[src/rtl/ssup_pkg.sv]
// ----------------------------------------------------------------------------
// ssup_pkg
// Shared constants, register indexes and the command item type for the
// supersampled sprite blit.
// ----------------------------------------------------------------------------
package ssup_pkg;

  localparam int MAX_SRC_DIM     = 128;
  localparam int COORD_BITS      = 12;
  localparam int FRAC_BITS       = 12;
  localparam int TEXEL_ADDR_BITS = 14;
  localparam int COLOR_BITS      = 32;
  localparam int CHAN_BITS       = 8;
  localparam int NUM_CHAN        = COLOR_BITS / CHAN_BITS;
  localparam int CHAN_SUM_BITS   = CHAN_BITS + 2;
  localparam int NUM_SAMPLES     = 4;
  localparam int STEP_BITS       = $clog2(NUM_SAMPLES);

  localparam int DIM_BITS        = $clog2(MAX_SRC_DIM + 1);
  localparam int DIM_IDX_BITS    = $clog2(MAX_SRC_DIM);
  localparam int STORE_DEPTH     = MAX_SRC_DIM * MAX_SRC_DIM;
  localparam int ADDR_BITS       = $clog2(STORE_DEPTH);

  localparam int REG_BITS        = 8;
  localparam int POS_BITS        = 17;
  localparam int SCALE_BITS      = 16;
  localparam int CFG_DATA_BITS   = 17;
  localparam int CFG_INDEX_BITS  = 3;

  localparam int PIX_EXT_BITS    = COORD_BITS + 4;
  localparam int LOCAL_BITS      = ((PIX_EXT_BITS > POS_BITS) ? PIX_EXT_BITS : POS_BITS) + 2;
  localparam int PROD_BITS       = LOCAL_BITS + SCALE_BITS + 1;
  localparam int IDX_BITS        = PROD_BITS - 1 - FRAC_BITS;

  localparam int OFF_LO          = 4;
  localparam int OFF_STEP_SHIFT  = 3;

  localparam int QUEUE_DEPTH     = 4;
  localparam int QPTR_BITS       = $clog2(QUEUE_DEPTH);
  localparam int CREDIT_BITS     = $clog2(QUEUE_DEPTH + 1);

  localparam logic [CFG_INDEX_BITS-1:0] REG_SRC_WIDTH  = 3'd0;
  localparam logic [CFG_INDEX_BITS-1:0] REG_SRC_HEIGHT = 3'd1;
  localparam logic [CFG_INDEX_BITS-1:0] REG_POS_X      = 3'd2;
  localparam logic [CFG_INDEX_BITS-1:0] REG_POS_Y      = 3'd3;
  localparam logic [CFG_INDEX_BITS-1:0] REG_INV_SCALE  = 3'd4;

  localparam logic [REG_BITS-1:0]   SRC_DIM_RESET   = 8'd128;
  localparam logic [SCALE_BITS-1:0] INV_SCALE_RESET = 16'd256;

  typedef struct packed {
    logic                                  shade;
    logic                                  wr_ok;
    logic [ADDR_BITS-1:0]                  wr_addr;
    logic [COLOR_BITS-1:0]                 wr_data;
    logic [NUM_SAMPLES-1:0][ADDR_BITS-1:0] addr;
    logic [NUM_SAMPLES-1:0]                hit;
    logic [COORD_BITS-1:0]                 px;
    logic [COORD_BITS-1:0]                 py;
  } cmd_t;

endpackage

[src/rtl/ssup_front.sv]
// ----------------------------------------------------------------------------
// ssup_front
// Accepts items, holds configuration, scales the four sample points and
// resolves them to store addresses and inside flags.
// ----------------------------------------------------------------------------
module ssup_front (
  input  logic                                   clk,
  input  logic                                   rst,
  input  logic                                   start,
  output logic                                   busy,
  input  logic                                   kind,
  input  logic [ssup_pkg::TEXEL_ADDR_BITS-1:0]   texel_addr,
  input  logic [ssup_pkg::COLOR_BITS-1:0]        texel_color,
  input  logic [ssup_pkg::COORD_BITS-1:0]        pixel_x,
  input  logic [ssup_pkg::COORD_BITS-1:0]        pixel_y,
  input  logic                                   wr_en,
  input  logic [ssup_pkg::CFG_INDEX_BITS-1:0]    wr_index,
  input  logic [ssup_pkg::CFG_DATA_BITS-1:0]     wr_data,
  input  logic                                   pop,
  output logic                                   push,
  output ssup_pkg::cmd_t                         cmd
);

  localparam int PB = ssup_pkg::PROD_BITS;
  localparam int LB = ssup_pkg::LOCAL_BITS;
  localparam int AB = ssup_pkg::ADDR_BITS;

  logic [ssup_pkg::REG_BITS-1:0]          src_width;
  logic [ssup_pkg::REG_BITS-1:0]          src_height;
  logic signed [ssup_pkg::POS_BITS-1:0]   pos_x;
  logic signed [ssup_pkg::POS_BITS-1:0]   pos_y;
  logic [ssup_pkg::SCALE_BITS-1:0]        inv_scale;
  logic [ssup_pkg::CREDIT_BITS-1:0]       in_flight;

  logic [ssup_pkg::DIM_BITS-1:0]          lim_w;
  logic [ssup_pkg::DIM_BITS-1:0]          lim_h;
  logic                                   accept;
  logic signed [LB-1:0]                   loc_x;
  logic signed [LB-1:0]                   loc_y;
  logic signed [PB-1:0]                   step_off;

  logic                                   a_valid;
  logic                                   a_shade;
  logic                                   a_wr_ok;
  logic [AB-1:0]                          a_wr_addr;
  logic [ssup_pkg::COLOR_BITS-1:0]        a_wr_data;
  logic [ssup_pkg::COORD_BITS-1:0]        a_px;
  logic [ssup_pkg::COORD_BITS-1:0]        a_py;
  logic signed [PB-1:0]                   a_prod_x;
  logic signed [PB-1:0]                   a_prod_y;
  logic signed [PB-1:0]                   a_prod_xb;
  logic signed [PB-1:0]                   a_prod_yb;

  logic                                   b_valid;
  logic                                   b_shade;
  logic                                   b_wr_ok;
  logic [AB-1:0]                          b_wr_addr;
  logic [ssup_pkg::COLOR_BITS-1:0]        b_wr_data;
  logic [ssup_pkg::COORD_BITS-1:0]        b_px;
  logic [ssup_pkg::COORD_BITS-1:0]        b_py;
  logic [1:0][ssup_pkg::DIM_IDX_BITS-1:0] b_tx;
  logic [1:0][ssup_pkg::DIM_IDX_BITS-1:0] b_ty;
  logic [1:0]                             b_inx;
  logic [1:0]                             b_iny;

  logic [1:0][AB:0]                       row_base;

  function automatic logic in_range(input logic signed [PB-1:0] p,
                                    input logic [ssup_pkg::DIM_BITS-1:0] lim);
    return !p[PB-1] && (p[PB-2:ssup_pkg::FRAC_BITS] < ssup_pkg::IDX_BITS'(lim));
  endfunction

  assign busy   = (in_flight == ssup_pkg::CREDIT_BITS'(ssup_pkg::QUEUE_DEPTH));
  assign accept = start && !busy;

  assign lim_w = (src_width > ssup_pkg::MAX_SRC_DIM) ?
                 ssup_pkg::DIM_BITS'(ssup_pkg::MAX_SRC_DIM) : ssup_pkg::DIM_BITS'(src_width);
  assign lim_h = (src_height > ssup_pkg::MAX_SRC_DIM) ?
                 ssup_pkg::DIM_BITS'(ssup_pkg::MAX_SRC_DIM) : ssup_pkg::DIM_BITS'(src_height);

  assign loc_x = $signed(LB'({pixel_x, 4'b0000})) - LB'(pos_x) + LB'(ssup_pkg::OFF_LO);
  assign loc_y = $signed(LB'({pixel_y, 4'b0000})) - LB'(pos_y) + LB'(ssup_pkg::OFF_LO);
  assign step_off = $signed(PB'({inv_scale, ssup_pkg::OFF_STEP_SHIFT'(0)}));

  always_ff @(posedge clk) begin
    if (rst) begin
      src_width  <= ssup_pkg::SRC_DIM_RESET;
      src_height <= ssup_pkg::SRC_DIM_RESET;
      pos_x      <= '0;
      pos_y      <= '0;
      inv_scale  <= ssup_pkg::INV_SCALE_RESET;
    end else if (wr_en) begin
      unique case (wr_index)
        ssup_pkg::REG_SRC_WIDTH:  src_width  <= wr_data[ssup_pkg::REG_BITS-1:0];
        ssup_pkg::REG_SRC_HEIGHT: src_height <= wr_data[ssup_pkg::REG_BITS-1:0];
        ssup_pkg::REG_POS_X:      pos_x      <= $signed(wr_data[ssup_pkg::POS_BITS-1:0]);
        ssup_pkg::REG_POS_Y:      pos_y      <= $signed(wr_data[ssup_pkg::POS_BITS-1:0]);
        ssup_pkg::REG_INV_SCALE:  inv_scale  <= wr_data[ssup_pkg::SCALE_BITS-1:0];
        default: ;
      endcase
    end
  end

  // credits: items inside the front stages or the queue
  always_ff @(posedge clk) begin
    if (rst) begin
      in_flight <= '0;
    end else if (accept && !pop) begin
      in_flight <= in_flight + 1'b1;
    end else if (!accept && pop) begin
      in_flight <= in_flight - 1'b1;
    end
  end

  // stage A: scale the sample points
  always_ff @(posedge clk) begin
    if (rst) begin
      a_valid <= 1'b0;
    end else begin
      a_valid <= accept;
    end
    a_shade   <= kind;
    a_wr_ok   <= (32'(texel_addr) < ssup_pkg::STORE_DEPTH);
    a_wr_addr <= AB'(texel_addr);
    a_wr_data <= texel_color;
    a_px      <= pixel_x;
    a_py      <= pixel_y;
    a_prod_x  <= loc_x * $signed({1'b0, inv_scale});
    a_prod_y  <= loc_y * $signed({1'b0, inv_scale});
  end

  assign a_prod_xb = a_prod_x + step_off;
  assign a_prod_yb = a_prod_y + step_off;

  // stage B: truncate to texel indexes and test the image bounds
  always_ff @(posedge clk) begin
    if (rst) begin
      b_valid <= 1'b0;
    end else begin
      b_valid <= a_valid;
    end
    b_shade   <= a_shade;
    b_wr_ok   <= a_wr_ok;
    b_wr_addr <= a_wr_addr;
    b_wr_data <= a_wr_data;
    b_px      <= a_px;
    b_py      <= a_py;
    b_tx[0]   <= a_prod_x[ssup_pkg::FRAC_BITS +: ssup_pkg::DIM_IDX_BITS];
    b_tx[1]   <= a_prod_xb[ssup_pkg::FRAC_BITS +: ssup_pkg::DIM_IDX_BITS];
    b_ty[0]   <= a_prod_y[ssup_pkg::FRAC_BITS +: ssup_pkg::DIM_IDX_BITS];
    b_ty[1]   <= a_prod_yb[ssup_pkg::FRAC_BITS +: ssup_pkg::DIM_IDX_BITS];
    b_inx[0]  <= in_range(a_prod_x, lim_w);
    b_inx[1]  <= in_range(a_prod_xb, lim_w);
    b_iny[0]  <= in_range(a_prod_y, lim_h);
    b_iny[1]  <= in_range(a_prod_yb, lim_h);
  end

  // stage C: form store addresses, push into the queue
  always_comb begin
    for (int j = 0; j < 2; j++) begin
      row_base[j] = (AB+1)'(b_ty[j]) * (AB+1)'(lim_w);
    end
    cmd.shade   = b_shade;
    cmd.wr_ok   = b_wr_ok;
    cmd.wr_addr = b_wr_addr;
    cmd.wr_data = b_wr_data;
    cmd.px      = b_px;
    cmd.py      = b_py;
    for (int i = 0; i < 2; i++) begin
      for (int j = 0; j < 2; j++) begin
        cmd.addr[i*2+j] = AB'(row_base[j] + (AB+1)'(b_tx[i]));
        cmd.hit[i*2+j]  = b_inx[i] && b_iny[j];
      end
    end
  end

  assign push = b_valid;

  a_credit_bound: assert property (@(posedge clk) disable iff (rst)
    in_flight <= ssup_pkg::CREDIT_BITS'(ssup_pkg::QUEUE_DEPTH))
    else $error("credit count above queue depth");

endmodule

[config.mk]
export PLATFORM = sky130hd
export DESIGN_NAME = ssup_front
export DESIGN_NICKNAME = d
export VERILOG_FILES = /design/src/rtl/ssup_pkg.sv /design/src/rtl/ssup_front.sv
export SDC_FILE = /design/constraint.sdc
export NUM_CORES = 2
export LEC_CHECK = 0
export CAP_MARGIN = 20
export CELL_PAD_IN_SITES_DETAIL_PLACEMENT = 1
export CELL_PAD_IN_SITES_GLOBAL_PLACEMENT = 1
export CORE_MARGIN = 5
export CORE_UTILIZATION = 52
export CTS_CLUSTER_DIAMETER = 30
export DETAILED_ROUTE_END_ITERATION = 12
export DONT_BUFFER_PORTS = 1
export PLACE_DENSITY = 0.9
export SETUP_SLACK_MARGIN = 0.4
export SYNTH_ARGS = -nofsm -noshare
export SYNTH_HDL_FRONTEND = slang
export SYNTH_SLANG_ARGS = --single-unit
[constraint.sdc]
create_clock -name clk -period 9.5 [get_ports clk]
set_input_delay 0.475 -clock clk [delete_from_list [all_inputs] [get_ports clk]]
set_output_delay 0.475 -clock clk [all_outputs]
set_load 0.005 [all_outputs]
==> impl_metrics.json, run 1 <==
{
  "grt_max_degree": 72,
  "num_rows": 99,
  "synthFlopType": "dfxtp_1",
  "grt.total_usage": 0.781,
  "synth_edf_count": 0,
  "endpoint_type": "register data pin",
  "cts_buffer_depth": 3,
  "dpl.hpwl_um": 99200,
  "place_area_sq_um": 39700,
  "stop_stage": "global routing",
  "async_flop_share": 0,
  "netlist_instances": 4289,
  "syn_avg_cell_area_sq_um": 8.98,
  "syn_area_sq_um": 38500,
  "synth_largest_area_cell": "fa_1",
  "start_util": 0.526,
  "io_pins": 230,
  "yosys.cell_types.count": 68,
  "syn_nets": 5401,
  "clockRootBuffer": "clkbuf_16",
  "synth_top_area_share": 0.345,
  "fp.dieH_um": 282,
  "htree_levels": 3,
  "ys_seq_area_frac": 0.162,
  "status": "did not finish",
  "cts_buffers": 71,
  "synth-seq-cells": 311,
  "synthTopCellsByArea": "fa_1 34%, dfxtp_1 16%, ha_1 11%, inv_1 9.0%, nand2_1 5.9%",
  "grt_worst_setup_endpoint": "a_prod_x[35]$_DFF_P_/D",
  "die_w_um": 282,
  "post-place-ws_ps": 54.1,
  "synth_warnings": 0,
  "clock_sinks": 311,
  "io_buffers": 0,
  "place.gp.congestion": 0.877,
  "error": "[ERROR GRT-0232] Routing congestion too high. Check the congestion heatmap in the GUI.",
  "gr-total-overflow": 361
}
==> logic make-up after synthesis <==
group / after synthesis / share of synthesized area
AOI/OAI and AO/OA: 437 / 0.0715
xor gates and xnor gates: 199 / 0.0452
adders and majority gates: 1028 / 0.462
buffers and inverters: 1066 / 0.104
DFF: 311 / 0.162
muxes: 3 / 0.000780
other: 1 / 0.0000973
and+or+nand+nor: 1244 / 0.154
==> metrics by stage <==
| step | hold WS [ps] | util | instances |
|---|---|---|---|
| detailed placement | 313 | 0.542 | 5166 |
| global placement | 310 | 0.542 | 5166 |
| CTS | 1.35 | 0.591 | 5388 |
| floorplan | 310 | - | 4289 |
==> repair_timing <==
action,CTS
setup endpoints to repair,6
resized for setup,14
pin swaps,2
hold buffers,89
cloned,0
setup buffers,1
endpoints found under the hold margin,142
==> metal layers <==
metal | global-route usage | GRT overflow
met1 | 0.750 | 52
met2 | 0.893 | 137
met3 | 0.742 | 53
met4 | 0.733 | 116
met5 | 0.576 | 3
==> synth_stat cells (10+ instances only) <==
cell type and instances:
nand2b_1 19, nand3_1 50, xnor2_1 151, fa_1 663, ha_1 353, clkbuf_1 138
maj3_1 12, nand4_1 12, a21o_1 46, nor2_1 111, nor3_1 17, or2_2 10
and3_1 25, o21ai_0 49, o21a_1 29, o21bai_1 23, nor2b_1 35, nand2_1 607
dfxtp_1 311, and2_1 321, a21oi_1 180, xor2_1 48, a211oi_1 17, inv_1 921
==> inputs of run 2 (changes only) <==
==> config.mk (replaced) <==
export PLATFORM = sky130hd
export DESIGN_NAME = ssup_front
export DESIGN_NICKNAME = d
export VERILOG_FILES = /design/src/rtl/ssup_pkg.sv /design/src/rtl/ssup_front.sv
export SDC_FILE = /design/constraint.sdc
export NUM_CORES = 2
export LEC_CHECK = 0
export CAP_MARGIN = 20
export CORE_MARGIN = 5
export CORE_UTILIZATION = 40
export DETAILED_ROUTE_END_ITERATION = 12
export DONT_BUFFER_PORTS = 1
export PLACE_DENSITY_LB_ADDON = 0.15
export SYNTH_ARGS = -nofsm -noshare
export SYNTH_HDL_FRONTEND = slang
export SYNTH_SLANG_ARGS = --single-unit
==> run 2 against run 1 <==
Compared with the run above: the run now ends clean; synthesized cell count is the same; area after synthesis unchanged.
==> impl_metrics.json, run 2 <==
{
  "cp.buffers_inverters": 5,
  "tns_ps": 0,
  "rr_worst_depth": 33,
  "core-area_sq_um": 95300,
  "start_util": 0.404,
  "required_ps": 9960,
  "r2r_slack_ps": 620,
  "powerDensity_nw_per_um2": 132,
  "final_cell_mix": "921 x inv_1, 663 x fa_1, 607 x nand2_1, 353 x ha_1, 321 x and2_1",
  "hp-class": "in -> reg",
  "syn_nets": 5401,
  "cp_top_family": "adder cells",
  "synth_most_common_cell": "inv_1",
  "cp_max_fo": 16,
  "ir_worst_vdd_v": 0.000132,
  "via_count": 27805,
  "clock_sinks": 311,
  "synth-seq-cells": 311,
  "critPathArrivalTime_ps": 9340,
  "p_leak_nw": 21.0,
  "synthTopCellsByArea": "fa_1 34%, dfxtp_1 16%, ha_1 11%, inv_1 9.0%, nand2_1 5.9%",
  "die_w_um": 320,
  "synth_largest_area_cell": "fa_1",
  "worst_slew_pin_slew_ps": 1090,
  "setup_viol": 0,
  "netlist_instances": 4289,
  "grt_max_degree": 72,
  "fp.dieH_um": 320,
  "syn_area_sq_um": 38500,
  "status": "finished, final reports clean",
  "first_pass_iters": 5,
  "avgViaCountPerCell": 4.92,
  "synth_warnings": 0,
  "slowest_delay_ps": 580,
  "drtIter0Drc": 1427,
  "p_total_mw": 5.61,
  "clockRootBuffer": "clkbuf_16",
  "fin_crit_sh": 0.935,
  "cts_buffers": 38,
  "slowest_stage": "fa_1",
  "clock.fmax_mhz": 113,
  "crit_type": "reg -> reg",
  "grt_pass1_wl_um": 166000,
  "cts_tree": "done",
  "io_pins": 230,
  "cp-end-kind": "flip-flop",
  "synth_top_area_share": 0.345,
  "io_buffers": 0,
  "path_common_cell": "fa_1",
  "crit_start": "pos_x[0]",
  "relSlewSlack": 0.273,
  "crit_cells": 33,
  "startpoint_type": "flip-flop",
  "cts.clk_slew.worst_paths_ps": 60,
  "ys_seq_area_frac": 0.162,
  "antenna_found_initial": 10,
  "slew_viol_final": 0,
  "postRouteAntennaNets": 0,
  "clk_latency_ps": 600,
  "final_common_cell": "inv_1",
  "routedWlPerCell_um": 18.0,
  "hold_violations": 0,
  "synthFlopType": "dfxtp_1",
  "gr-total-overflow": 0,
  "dpl.hpwl_um": 81500,
  "syn_avg_cell_area_sq_um": 8.98,
  "layout-drive-gt1-share": 0.0393,
  "synthTopCellsByCount": "921 x inv_1, 663 x fa_1, 607 x nand2_1",
  "grt_pass1_vias": 29660,
  "post-route-min-period_ps": 8880,
  "die-area_sq_um": 103000,
  "synth_edf_count": 0,
  "drc": 0,
  "finalClockSkew_ps": 39.1,
  "r2r_end": "a_prod_x[35]",
  "num_rows": 113,
  "yosys.cell_types.count": 68,
  "routed_wl_um": 102000,
  "timing.critical_path.to": "a_prod_x[35]",
  "syn_to_final_growth_pct": 10.3,
  "rsz0062_at_grt": "false",
  "grt.total_usage": 0.204,
  "drv_cap": 0,
  "place.gp.congestion": 0.827,
  "largest_registers": "a_prod_x x33, a_prod_y x33",
  "cts_buffer_depth": 3,
  "reg2reg_from": "pos_x[0]",
  "htree_levels": 2,
  "layout.nets": 5457,
  "post_cts_buffers": 0,
  "async_flop_share": 0
}
## run 2: kinds of logic (layout without fill, tap and decap cells)
| family | Yosys count | count (layout) | share of synthesized area |
|---|---|---|---|
| AND/OR/NAND/NOR | 1244 | 1244 | 0.154 |
| buffers and inverters | 1066 | 1151 | 0.104 |
| adder cells (fa/ha/maj) | 1028 | 1028 | 0.462 |
| AO/OA/AOI/OAI | 437 | 437 | 0.0715 |
| flip-flops | 311 | 311 | 0.162 |
| XOR/XNOR | 199 | 199 | 0.0452 |
| multiplexers | 3 | 3 | 0.000780 |
| other | 1 | 12 | 0.0000973 |
## run 2: layout make-up
type / instances / area [sq um]
sequential: 311 / 6230
clock buffer: 49 / 1070
inverter: 922 / 3460
timing repair buffer: 160 / 1470
clock inverter: 20 / 308
multi-input combinational: 2912 / 28300
tap: 1265 / 1580
antenna: 11 / 27.5
fill: 9440 / 52800
## run 2: metrics by stage
stage	instances	area [sq um]	setup slack, ps	hold WS, ps	utilization
after floorplan	4289	38500	1240	310	-
after global placement	5477	40100	456	309	0.421
after detailed placement	5478	40200	82.2	312	0.421
after CTS	5633	42400	144	8.22	0.445
after global routing	5639	42500	41.6	24.3	0.446
final	5650	42500	621	38.7	0.446
## run 2: power breakdown
part | internal (mW) | total [mW] | switching (mW)
sequential | 1.52 | 1.82 | 0.296
clock | 0.930 | 1.57 | 0.638
combinational | 0.915 | 2.22 | 1.31
total | 3.36 | 5.61 | 2.24
## run 2: worst min-delay path by stage
stage	startpoint	end	cells after the start
floorplan	a_px[0]	b_px[0]	0
global placement	a_wr_data[21]	b_wr_data[21]	0
detailed placement	a_py[4]	b_py[4]	0
CTS	wr_data[3]	src_width[3]	2
global route	wr_data[12]	inv_scale[12]	2
finish	wr_data[11]	pos_x[11]	2
## run 2: timing repair
action | 4_1_cts | 5_1_grt
gates resized for setup | 0 | 0
hold endpoints to repair | 142 | 0
hold buffers | 86 | 0
## run 2: per-layer routing
layer	track usage	wire [um]	vias up
met5	0	55	-
met4	0.0369	1520	8
met3	0.0302	6170	106
met2	0.353	48900	584
met1	0.276	45200	13969
li1	-	-	13138
## run 2: worst reg2reg max path, delay by kind of cell (launching register included)
kind,cells,cell delay [ps]
flops,1,460
fa+ha+maj,8,3620
simple gates,7,1420
compound gates,11,2450
xor+xnor,2,360
buf+inv,5,460
Note: power is estimated with default switching activity, not from simulation.
