<file path="config.mk">
export PLATFORM = sky130hd
export DESIGN_NAME = ssup_queue
export DESIGN_NICKNAME = d
export VERILOG_FILES = /design/src/rtl/ssup_pkg.sv /design/src/rtl/ssup_queue.sv
export SDC_FILE = /design/constraint.sdc
export NUM_CORES = 1
export LEC_CHECK = 0
export BUFFER_PORTS_ARGS = -buffer_cell sky130_fd_sc_hd__buf_4
export CAP_MARGIN = 20
export CORE_MARGIN = 4
export CORE_UTILIZATION = 50
export CTS_CLUSTER_SIZE = 10
export DETAILED_ROUTE_END_ITERATION = 16
export PLACE_DENSITY = 0.74
export SETUP_SLACK_MARGIN = 0.4
export SKIP_LAST_GASP = 1
export SYNTH_ARGS = -nofsm -noshare
export SYNTH_HDL_FRONTEND = slang
export SYNTH_SLANG_ARGS = --single-unit
</file>
<file path="constraint.sdc">
create_clock -name clk -period 4.3 [get_ports clk]
set_input_delay 0.43 -clock clk [delete_from_list [all_inputs] [get_ports clk]]
set_output_delay 0.43 -clock clk [all_outputs]
set_load 0.02 [all_outputs]
</file>
<file path="src/rtl/ssup_pkg.sv">
// ----------------------------------------------------------------------------
// ssup_pkg
// Shared constants, register indexes and the command item type for the
// supersampled sprite blit.
// ----------------------------------------------------------------------------
package ssup_pkg;

  localparam int MAX_SRC_DIM     = 128;
  localparam int COORD_BITS      = 12;
  localparam int FRAC_BITS       = 12;
  localparam int TEXEL_ADDR_BITS = 14;
  localparam int COLOR_BITS      = 32;
  localparam int CHAN_BITS       = 8;
  localparam int NUM_CHAN        = COLOR_BITS / CHAN_BITS;
  localparam int CHAN_SUM_BITS   = CHAN_BITS + 2;
  localparam int NUM_SAMPLES     = 4;
  localparam int STEP_BITS       = $clog2(NUM_SAMPLES);

  localparam int DIM_BITS        = $clog2(MAX_SRC_DIM + 1);
  localparam int DIM_IDX_BITS    = $clog2(MAX_SRC_DIM);
  localparam int STORE_DEPTH     = MAX_SRC_DIM * MAX_SRC_DIM;
  localparam int ADDR_BITS       = $clog2(STORE_DEPTH);

  localparam int REG_BITS        = 8;
  localparam int POS_BITS        = 17;
  localparam int SCALE_BITS      = 16;
  localparam int CFG_DATA_BITS   = 17;
  localparam int CFG_INDEX_BITS  = 3;

  localparam int PIX_EXT_BITS    = COORD_BITS + 4;
  localparam int LOCAL_BITS      = ((PIX_EXT_BITS > POS_BITS) ? PIX_EXT_BITS : POS_BITS) + 2;
  localparam int PROD_BITS       = LOCAL_BITS + SCALE_BITS + 1;
  localparam int IDX_BITS        = PROD_BITS - 1 - FRAC_BITS;

  localparam int OFF_LO          = 4;
  localparam int OFF_STEP_SHIFT  = 3;

  localparam int QUEUE_DEPTH     = 4;
  localparam int QPTR_BITS       = $clog2(QUEUE_DEPTH);
  localparam int CREDIT_BITS     = $clog2(QUEUE_DEPTH + 1);

  localparam logic [CFG_INDEX_BITS-1:0] REG_SRC_WIDTH  = 3'd0;
  localparam logic [CFG_INDEX_BITS-1:0] REG_SRC_HEIGHT = 3'd1;
  localparam logic [CFG_INDEX_BITS-1:0] REG_POS_X      = 3'd2;
  localparam logic [CFG_INDEX_BITS-1:0] REG_POS_Y      = 3'd3;
  localparam logic [CFG_INDEX_BITS-1:0] REG_INV_SCALE  = 3'd4;

  localparam logic [REG_BITS-1:0]   SRC_DIM_RESET   = 8'd128;
  localparam logic [SCALE_BITS-1:0] INV_SCALE_RESET = 16'd256;

  typedef struct packed {
    logic                                  shade;
    logic                                  wr_ok;
    logic [ADDR_BITS-1:0]                  wr_addr;
    logic [COLOR_BITS-1:0]                 wr_data;
    logic [NUM_SAMPLES-1:0][ADDR_BITS-1:0] addr;
    logic [NUM_SAMPLES-1:0]                hit;
    logic [COORD_BITS-1:0]                 px;
    logic [COORD_BITS-1:0]                 py;
  } cmd_t;

endpackage

</file>
<file path="src/rtl/ssup_queue.sv">
// ----------------------------------------------------------------------------
// ssup_queue
// Short command queue between the front and back parts.
// ----------------------------------------------------------------------------
module ssup_queue (
  input  logic           clk,
  input  logic           rst,
  input  logic           push,
  input  ssup_pkg::cmd_t din,
  input  logic           pop,
  output ssup_pkg::cmd_t dout,
  output logic           empty
);

  ssup_pkg::cmd_t                     slots [ssup_pkg::QUEUE_DEPTH];
  logic [ssup_pkg::QPTR_BITS-1:0]     wr_ptr;
  logic [ssup_pkg::QPTR_BITS-1:0]     rd_ptr;
  logic [ssup_pkg::CREDIT_BITS-1:0]   count;
  logic                               full;

  assign empty = (count == '0);
  assign full  = (count == ssup_pkg::CREDIT_BITS'(ssup_pkg::QUEUE_DEPTH));
  assign dout  = slots[rd_ptr];

  always_ff @(posedge clk) begin
    if (push) begin
      slots[wr_ptr] <= din;
    end
  end

  always_ff @(posedge clk) begin
    if (rst) begin
      wr_ptr <= '0;
      rd_ptr <= '0;
      count  <= '0;
    end else begin
      if (push) begin
        wr_ptr <= wr_ptr + 1'b1;
      end
      if (pop) begin
        rd_ptr <= rd_ptr + 1'b1;
      end
      if (push && !pop) begin
        count <= count + 1'b1;
      end else if (!push && pop) begin
        count <= count - 1'b1;
      end
    end
  end

  a_no_overflow: assert property (@(posedge clk) disable iff (rst)
    push |-> (!full || pop))
    else $error("push into full queue");

  a_no_underflow: assert property (@(posedge clk) disable iff (rst)
    pop |-> !empty)
    else $error("pop from empty queue");

endmodule

</file>
==> qor.csv, run 1 <==
stage;metric;value;unit
final_layout;fin cells;1577;
yosys;async set-reset flop share out of synthesis;0;%
placement;pre-CTS WS;1.81;ns
clock_network;CTS clock-pin slew for the worst setup and hold paths;0.05;ns
yosys;sequential share of the synthesized area;82.4;%
setup_path;crit-path max FO;40;
route;antenna violation net count after detailed routing;0;
setup_path;Crit-path slowest cell;dfxtp_4;
sta;min Tclk post-route;3.04;ns
clock_network;CTS tree;yes;
setup_path;CP endpoint;dout[74];
clock_network;Clk Latency, worst-skew pair;0.58;ns
placement;Port Buffers;268;
setup_path;Reg2Reg Depth;4;
setup_path;CP Capture Type;output pin;
grt;Congestion Overflow GR;0;
yosys;synth top area cells;edfxtp_1, mux4_2, dfxtp_1, buf_6, buf_2;
yosys;top cell type's share of synthesized area;81.5;%
sta;worst hold slack;0.0456;ns
yosys;Cells after Synth;733;
setup_path;reg2reg setup slack;2.18;ns
grt;gr usage total;18.2;%
yosys;synth cell count leaders;edfxtp_1, mux4_2, buf_2;
sta;Clock Skew;0.0104;ns
final_layout;nets;1192;
min_path;worst hold-check path type;primary input to flip-flop;
final_layout;Layout Area Growth over Synthesis;22.1;%
job;Max Cap Violations;0;
sta;RSZ-0062 raised after global routing;false;
clock_network;post-CTS sizing;0;
sta;Sum Neg Setup Slack;0;ns
setup_path;FF-to-FF Start;wr_ptr[0];
die;Starting Density;51.2;%
die;Die Y;205;µm
sta;fin. max-slew vios;0;
route;drt first pass iters;4;
sta;Setup Viol. Count Final;0;
yosys;Ys Warns;0;
sta;post-route clock period utilization;70.6;%
final_layout;antenna cells;0;
route;Vias/cell;5.48;
sta;Worst Max-Slew Pin Slew;0.775;ns
setup_path;Critical R2R Capture;slots[0][61];
yosys;syn_nets;875;
yosys;Netlist Area Pre-Place;19500;µm²
clock_network;Sink Count;537;
route;Iteration-0 DRC Markers;533;
placement;gpl congestion;0.715;
clock_network;maximum clock path buffer count;3;
yosys;Post-synth EDFFs;528;
sta;setup ws final;1.26;ns
yosys;Synth Flop Type;edfxtp_1;
power;P per Cell Area;495;nW/µm²
die;die width;205;µm
placement;placed wire-length estimate;22500;µm
clock_network;H-tree depth;2;
yosys;Synth Area per Inst;26.5;µm²
setup_path;WP data arrival;2.61;ns
clock_network;total CTS buffers;60;
final_layout;fraction of layout instances using a drive strength above 1;45.2;%
run_status;status;finished, final reports clean;
setup_path;CP Cell Sequence;buf_12, mux4_2, buf_4;
route;# DRC;0;
setup_path;CP peak stage delay;0.82;ns
yosys;most numerous cell in the Yosys netlist;edfxtp_1;
min_path;hold_sp;din[124];
grt;initial antenna violation count;2;
placement;placed insts;1495;
setup_path;Critical Path RT;3.87;ns
die;Rows;71;
route;WL per Instance;24.0;µm
power;Pleak;7.95;nW
grt;largest net degree at the start of global routing;107;
route;vias;8645;
route;WL final;37900;µm
die;Die ar.;42100;µm²
yosys;FF+latch count, synth;537;
power;worst ir drop on vdd;0.367;mV
die;core area;38000;µm²
grt;number of global-route vias before repair;9424;
sta;Slew headroom;48.3;%
yosys;Synth cell types;19;
sta;Fin. Hold Viols;0;
setup_path;crit start category;flip-flop;
clock_network;Root Buffer;clkbuf_16;
sta;Max Clk Rate;329;MHz
grt;first-pass GRT wire length;57500;µm
yosys;leading area contributor after synthesis;edfxtp_1;
die;num ports;269;
setup_path;Setup Crit Path Kind;flip-flop to output pin;
-- area by class of cell --
class,instances,area (µm²)
clock inverters,2,12.5
clock buffers,76,1580
multi-input cells,161,3210
well taps,511,639
inverters,4,15.0
fillers,2575,14300
flip-flops and latches,537,16000
repair buffers,286,2260
-- kinds of logic after synthesis --
kind of cell	count (synthesis)	synth area share, %
AO/OA/AOI/OAI	2	0.0514
XOR/XNOR	5	0.225
adder cells (fa/ha/maj)	6	0.424
buffers and inverters	35	1.16
flip-flops	537	82.4
multiplexers	134	15.4
AND/OR/NAND/NOR	14	0.341
-- registers in the layout, summed over array words and instances (netlist names), named ones only --
| signal | flops |
|---|---|
| slots | 528 |
| count | 3 |
| rd_ptr | 2 |
| wr_ptr | 2 |
-- stage by stage --
stage / area, µm² / power [mW] / util, %
floorplan: 19500 / 6.98 / -
global placement: 22100 / 7.58 / 58.2
detailed placement: 22100 / 7.61 / 58.2
CTS: 23800 / 11.9 / 62.5
global route: 23800 / 12.2 / 62.5
finish: 23800 / 11.8 / 62.5
-- timing repair --
item,CTS,global route
setup buffers,0,0
hold endpoints to repair,10,0
hold buffers,4,0
-- cells in the final DEF (no fill, tap or decap), drive strengths merged, types with 2 or more instances in the layout --
cell,netlist,routed
and2,4,4
buf,25,282
clkbuf,6,76
dfxtp,9,9
dlygate4sd3,0,4
edfxtp,528,528
ha,5,5
inv,4,5
mux2i,2,2
mux4,132,132
nor2,7,7
xnor2,2,2
xor2,3,3
-- worst min-delay path by stage --
stage	endpoint	cells after the start
5_1_grt	slots[0][126]	1
2_1_floorplan	count[2]	2
6_report	slots[0][124]	1
4_1_cts	slots[2][119]	1
3_5_place_dp	count[2]	2
3_3_place_gp	count[2]	2
-- layer usage --
| layer | vias to the layer above | wire length [µm] | part of all wire [%] | track usage, % |
|---|---|---|---|---|
| met4 | 4 | 700 | 1.8 | 5.17 |
| met3 | 60 | 3250 | 8.6 | 5.67 |
| met2 | 284 | 19300 | 51 | 29.9 |
| li1 | 3779 | - | - | - |
| met1 | 4518 | 14600 | 39 | 23.9 |
| met5 | - | 29 | 0.077 | 0 |
-- power breakdown --
part / total, mW / switching [mW] / internal (mW)
logic: 1.37 / 0.736 / 0.638
registers: 6.11 / 0.0862 / 6.02
clock network: 4.28 / 1.76 / 2.52
total: 11.8 / 2.59 / 9.18
-- worst max-delay path: cells and delay by family (launching register included) --
kind	cells	cell delay [ns]
buffers and inverters	2	0.55
muxes	1	0.56
DFF	1	0.82
No activity file was read; power rests on OpenSTA's default activity.
==> inputs of run 2 (changes only) <==
==> constraint.sdc (replaced) <==
create_clock -name clk -period 2.45 [get_ports clk]
set_input_delay 0.245 -clock clk [delete_from_list [all_inputs] [get_ports clk]]
set_output_delay 0.245 -clock clk [all_outputs]
set_load 0.02 [all_outputs]
==> run 2 against run 1 <==
  * Critical path depth increased by 2
  * Die area unchanged
  * Sequential share of layout area decreased by 5.7 points
  * Largest power group unchanged
==> qor.csv, run 2 (synthesis gave the netlist of run 1 again) <==
stage;metric;value;unit
clock_network;CTS tree;yes;
sta;RSZ-0062 raised after global routing;true;
sta;worst hold slack;0.389;ns
setup_path;crit start category;flip-flop;
sta;Sum Neg Setup Slack;0;ns
setup_path;reg2reg setup slack;0.73;ns
sta;fin. max-slew vios;0;
power;power share of the clock group;35.9;%
setup_path;Setup Crit Path Kind;flip-flop to output pin;
route;WL per Instance;24.7;µm
final_layout;Layout Area Growth over Synthesis;33.4;%
setup_path;crit-path max FO;6;
setup_path;CP Capture Type;output pin;
route;Iteration-0 DRC Markers;604;
route;WL final;42900;µm
grt;initial antenna violation count;1;
route;# DRC;0;
clock_network;Clk Latency, worst-skew pair;0.59;ns
die;num ports;269;
grt;Congestion Overflow GR;0;
setup_path;Critical Path RT;2.20;ns
min_path;worst hold-check path type;primary input to flip-flop;
die;Starting Density;51.2;%
sta;Clock Skew;0.0151;ns
sta;Slew headroom;49.4;%
final_layout;Fillers;2305;
power;Seq pwr share;49.9;%
final_layout;Reg with most FFs;slots;
sta;post-route clock period utilization;97.1;%
placement;placed wire-length estimate;22800;µm
grt;gr usage total;20.6;%
clock_network;Sink Count;537;
clock_network;CTS clock-pin slew for the worst setup and hold paths;0.06;ns
die;Rows;71;
final_layout;commonest non-fill, non-tap cell in the layout;edfxtp_1;
power;Pleak;8.88;nW
die;Die ar.;42100;µm²
power;Sw Share;22.4;%
power;worst ir drop on vdd;0.657;mV
route;Vias/cell;5.44;
placement;Port Buffers;268;
placement;placed insts;1502;
clock_network;Root Buffer;clkbuf_16;
sta;Fin. Hold Viols;0;
route;drt first pass iters;4;
die;Die Y;205;µm
placement;Post-DP Area;22300;µm²
power;P_sw;4.79;mW
power;P per Cell Area;825;nW/µm²
setup_path;WP data arrival;2.13;ns
clock_network;H-tree depth;2;
sta;Worst Max-Slew Pin Slew;0.760;ns
final_layout;largest registers;slots x528, count x3;
power;Comb pwr share;14.2;%
route;antenna violation net count after detailed routing;0;
final_layout;nets;1353;
job;Max Cap Violations;0;
final_layout;max reg flops;528;
placement;gpl congestion;0.729;
sta;min Tclk post-route;2.38;ns
clock_network;maximum clock path buffer count;3;
grt;largest net degree at the start of global routing;100;
sta;Max Clk Rate;420;MHz
sta;Setup Viol. Count Final;0;
final_layout;most frequent cells in the layout;edfxtp_1, buf_4, dlygate4sd3_1;
final_layout;fraction of layout instances using a drive strength above 1;41.8;%
clock_network;total CTS buffers;60;
grt;first-pass GRT wire length;64600;µm
die;die width;205;µm
power;Int Pwr;16.6;mW
final_layout;design area;25900;µm²
grt;number of global-route vias before repair;10400;
die;core area;38000;µm²
run_status;status;finished, final reports clean;
route;vias;9460;
final_layout;fin cells;1739;
run 2: final timing paths:
path,cells after the start,endpoint,start
hold reg to reg,2,count[2],count[2]
hold / removal,2,slots[3][35],din[35]
setup / recovery,5,dout[49],flip-flop
setup reg to reg,3,slots[3][63],wr_ptr[0]
run 2: critical path, stage by stage (launching register included):
cell,delay [ns]
dfxtp_4,0.37
buf_12,0.17
buf_12,0.13
buf_16,0.13
mux4_2,0.56
buf_6,0.16
run 2: layer usage:
layer  track usage [%]  routed length, µm  up-vias
met3              5.37               3400       70
met4              6.48               1020        0
met1              27.1              16500     4871
li1                  -                  -     4111
met5                 0                  0        -
met2              34.3              22000      408
run 2: metrics by stage:
step | total power, mW | util (%) | setup slack (ns)
finish | 21.4 | 68.2 | 0.0715
global route | 22.2 | 68.2 | -0.00176
CTS | 21.5 | 68.1 | 0.0404
detailed placement | 13.4 | 58.6 | 0.648
global placement | 13.3 | 58.6 | 0.655
floorplan | 12.2 | - | 0.526
run 2: power groups by stage:
stage | registers [mW] | clock network, mW | logic [mW]
4_1_cts | 10.7 | 7.82 | 3.04
5_1_grt | 10.7 | 8.31 | 3.23
3_5_place_dp | 10.9 | 0 | 2.52
2_1_floorplan | 10.8 | 0 | 1.42
6_report | 10.7 | 7.69 | 3.04
3_3_place_gp | 10.8 | 0 | 2.50
run 2: layout make-up:
type                       instances  area (µm²)  share of cell area [%]
antenna                            1        2.50                 0.00964
clock buffer                      75        1580                    6.09
clock inverter                     3        38.8                   0.149
inverter                           4        15.0                  0.0579
multi-input combinational        161        3210                    12.4
sequential                       537       16000                    61.8
tap                              511         639                    2.46
timing repair buffer             447        4430                    17.1
run 2: what timing repair did:
| action | CTS | global route |
|---|---|---|
| resized for setup | 58 | 7 |
| pin swaps | 0 | 0 |
| endpoints found under the hold margin | 537 | 0 |
| setup buffers | 11 | 0 |
| setup endpoints to repair | 132 | 132 |
| cloned | 11 | 1 |
| hold buffers | 135 | 0 |
==> inputs of run 3 (changes only) <==
--- a/config.mk
+++ b/config.mk
@@ -5,13 +5,13 @@
 export SDC_FILE = /design/constraint.sdc
 export NUM_CORES = 1
 export LEC_CHECK = 0
-export BUFFER_PORTS_ARGS = -buffer_cell sky130_fd_sc_hd__buf_4
 export CAP_MARGIN = 20
 export CORE_MARGIN = 4
 export CORE_UTILIZATION = 50
 export CTS_CLUSTER_SIZE = 10
 export DETAILED_ROUTE_END_ITERATION = 16
-export PLACE_DENSITY = 0.74
+export DONT_BUFFER_PORTS = 1
+export PLACE_DENSITY = 0.68
 export SETUP_SLACK_MARGIN = 0.4
 export SKIP_LAST_GASP = 1
 export SYNTH_ARGS = -nofsm -noshare
==> run 3 against run 2 <==
  * Via count down 11%
  * Die area unchanged
  * Sequential share of layout area up 6.1 points
  * Hold slack worse by 0.30 ns
  * Sequential power about the same
  * Final cell count down 16%
  * Non-clock buffer count down 274
  * Flip-flop and latch count unchanged
  * Clock power about the same
  * Combinational power down 28%
  * Wire length down 6.3%
  * Cell area down 9.0%
  * Critical endpoint is now dout[66]
  * Largest cell class unchanged
  * Highest routed layer is now met5
==> qor.csv, run 3 (synthesis gave the netlist of run 1 again) <==
stage;metric;value;unit
sta;Setup Viol. Count Final;0;
sta;Clock Skew;0.0132;ns
sta;Sum Neg Setup Slack;0;ns
route;antenna violation net count after detailed routing;0;
sta;post-route clock period utilization;91.1;%
route;WL final;40200;µm
sta;setup ws final;0.218;ns
clock_network;H-tree depth;2;
placement;pre-CTS WS;0.594;ns
final_layout;Layout Area Growth over Synthesis;21.3;%
run_status;status;finished, final reports clean;
setup_path;WP data arrival;1.99;ns
final_layout;max reg flops;528;
grt;Congestion Overflow GR;0;
clock_network;Sink Count;537;
final_layout;commonest non-fill, non-tap cell in the layout;edfxtp_1;
final_layout;nets;1079;
setup_path;crit-path max FO;9;
route;WL per Instance;27.4;µm
die;Rows;71;
sta;Slew headroom;47.4;%
clock_network;Clk Latency, worst-skew pair;0.59;ns
sta;Max Clk Rate;448;MHz
placement;gpl congestion;0.760;
die;core area;38000;µm²
route;drt first pass iters;5;
grt;gr usage total;18.8;%
die;num ports;269;
setup_path;crit start category;flip-flop;
sta;min Tclk post-route;2.23;ns
die;Starting Density;51.2;%
setup_path;Setup Crit Path Kind;flip-flop to output pin;
power;Pleak;7.47;nW
final_layout;Util after Layout;62.1;%
clock_network;total CTS buffers;60;
setup_path;CP Cell Sequence;buf_12, clkbuf_16, mux4_2;
sta;Worst Max-Slew Pin Slew;0.783;ns
die;die width;205;µm
placement;Port Buffers;0;
clock_network;CTS clock-pin slew for the worst setup and hold paths;0.05;ns
grt;largest net degree at the start of global routing;62;
die;Die Y;205;µm
sta;Fin. Hold Viols;0;
grt;first-pass GRT wire length;58600;µm
placement;placed wire-length estimate;22900;µm
route;Iteration-0 DRC Markers;586;
setup_path;Crit-path slowest cell;mux4_2;
final_layout;Fillers;2524;
grt;initial antenna violation count;3;
final_layout;Reg with most FFs;slots;
job;Max Cap Violations;0;
grt;number of global-route vias before repair;9120;
final_layout;largest registers;slots x528, count x3;
sta;RSZ-0062 raised after global routing;true;
setup_path;CP Capture Type;output pin;
sta;fin. max-slew vios;0;
clock_network;Root Buffer;clkbuf_16;
power;worst ir drop on vdd;0.761;mV
setup_path;CP peak stage delay;0.60;ns
route;vias;8416;
clock_network;maximum clock path buffer count;3;
final_layout;most frequent cells in the layout;edfxtp_1, dlygate4sd3_1, mux4_2;
route;# DRC;0;
clock_network;CTS tree;yes;
die;Die ar.;42100;µm²
setup_path;Critical Path RT;2.20;ns
power;P per Cell Area;870;nW/µm²
min_path;worst hold-check path type;primary input to flip-flop;
route;Vias/cell;5.74;
final_layout;fraction of layout instances using a drive strength above 1;25.3;%
[run 3: changes by cell type in the layout (fill, tap and decap cells not counted), sizes merged]
cell	before	now
buf	310	32
bufbuf	1	0
clkbuf	76	77
clkinv	2	3
dlygate4sd3	135	136
inv	4	6
[run 3: per-layer routing]
metal  track usage (%)  vias up  wire [µm]
met5                 0        -         19
li1                  -     3552          -
met3              6.43       54       3730
met4              4.43        4        539
met1              24.1     4418      15200
met2              31.4      388      20600
[run 3: where the power goes]
group	switching [mW]	internal [mW]	leakage, nW
clock	3.14	4.52	0.797
sequential	0.125	10.6	4.93
combinational	1.32	0.875	1.74
total	4.58	16.0	7.47
[run 3: what timing repair did]
action	in CTS	in global routing
endpoints found under the setup margin	132	132
buffers inserted	4	0
endpoints found under the hold margin	537	0
hold buffers	136	0
gates resized for setup	9	0
gates cloned	6	5
[run 3: stage by stage]
stage / hold slack, ns / std cells / power (mW) / cell area [µm²]
6_report: 0.0855 / 1465 / 20.5 / 23600
5_1_grt: 0.0712 / 1465 / 21.3 / 23600
4_1_cts: 0.0438 / 1459 / 20.7 / 23500
3_5_place_dp: 0.313 / 1235 / 12.7 / 20300
3_3_place_gp: 0.317 / 1235 / 12.6 / 20300
2_1_floorplan: 0.344 / 733 / 12.2 / 19500
[run 3: worst max-delay path: cells and delay by family, from the launching register on]
kind                   cells  cell delay, ns
buffers and inverters      2            0.41
muxes                      1            0.60
DFF                        1            0.37
[run 3: worst paths after layout]
check,startpoint,slack (ns),cells past startpoint,endpoint
min reg2reg,count[2],0.52,2,count[2]
max reg2reg,wr_ptr[0],0.65,4,slots[2][14]
min,push,0.09,3,count[1]
max,flip-flop,0.22,3,dout[66]
[run 3: layout make-up]
| class | instances | area, µm² | share of cell area [%] |
|---|---|---|---|
| sequential | 537 | 16000 | 68.0 |
| multi-input combinational | 161 | 3210 | 13.6 |
| timing repair buffer | 173 | 2070 | 8.77 |
| clock buffer | 72 | 1570 | 6.64 |
| tap | 511 | 639 | 2.71 |
| clock inverter | 6 | 61.3 | 0.260 |
| inverter | 4 | 15.0 | 0.0636 |
| antenna | 1 | 2.50 | 0.0106 |
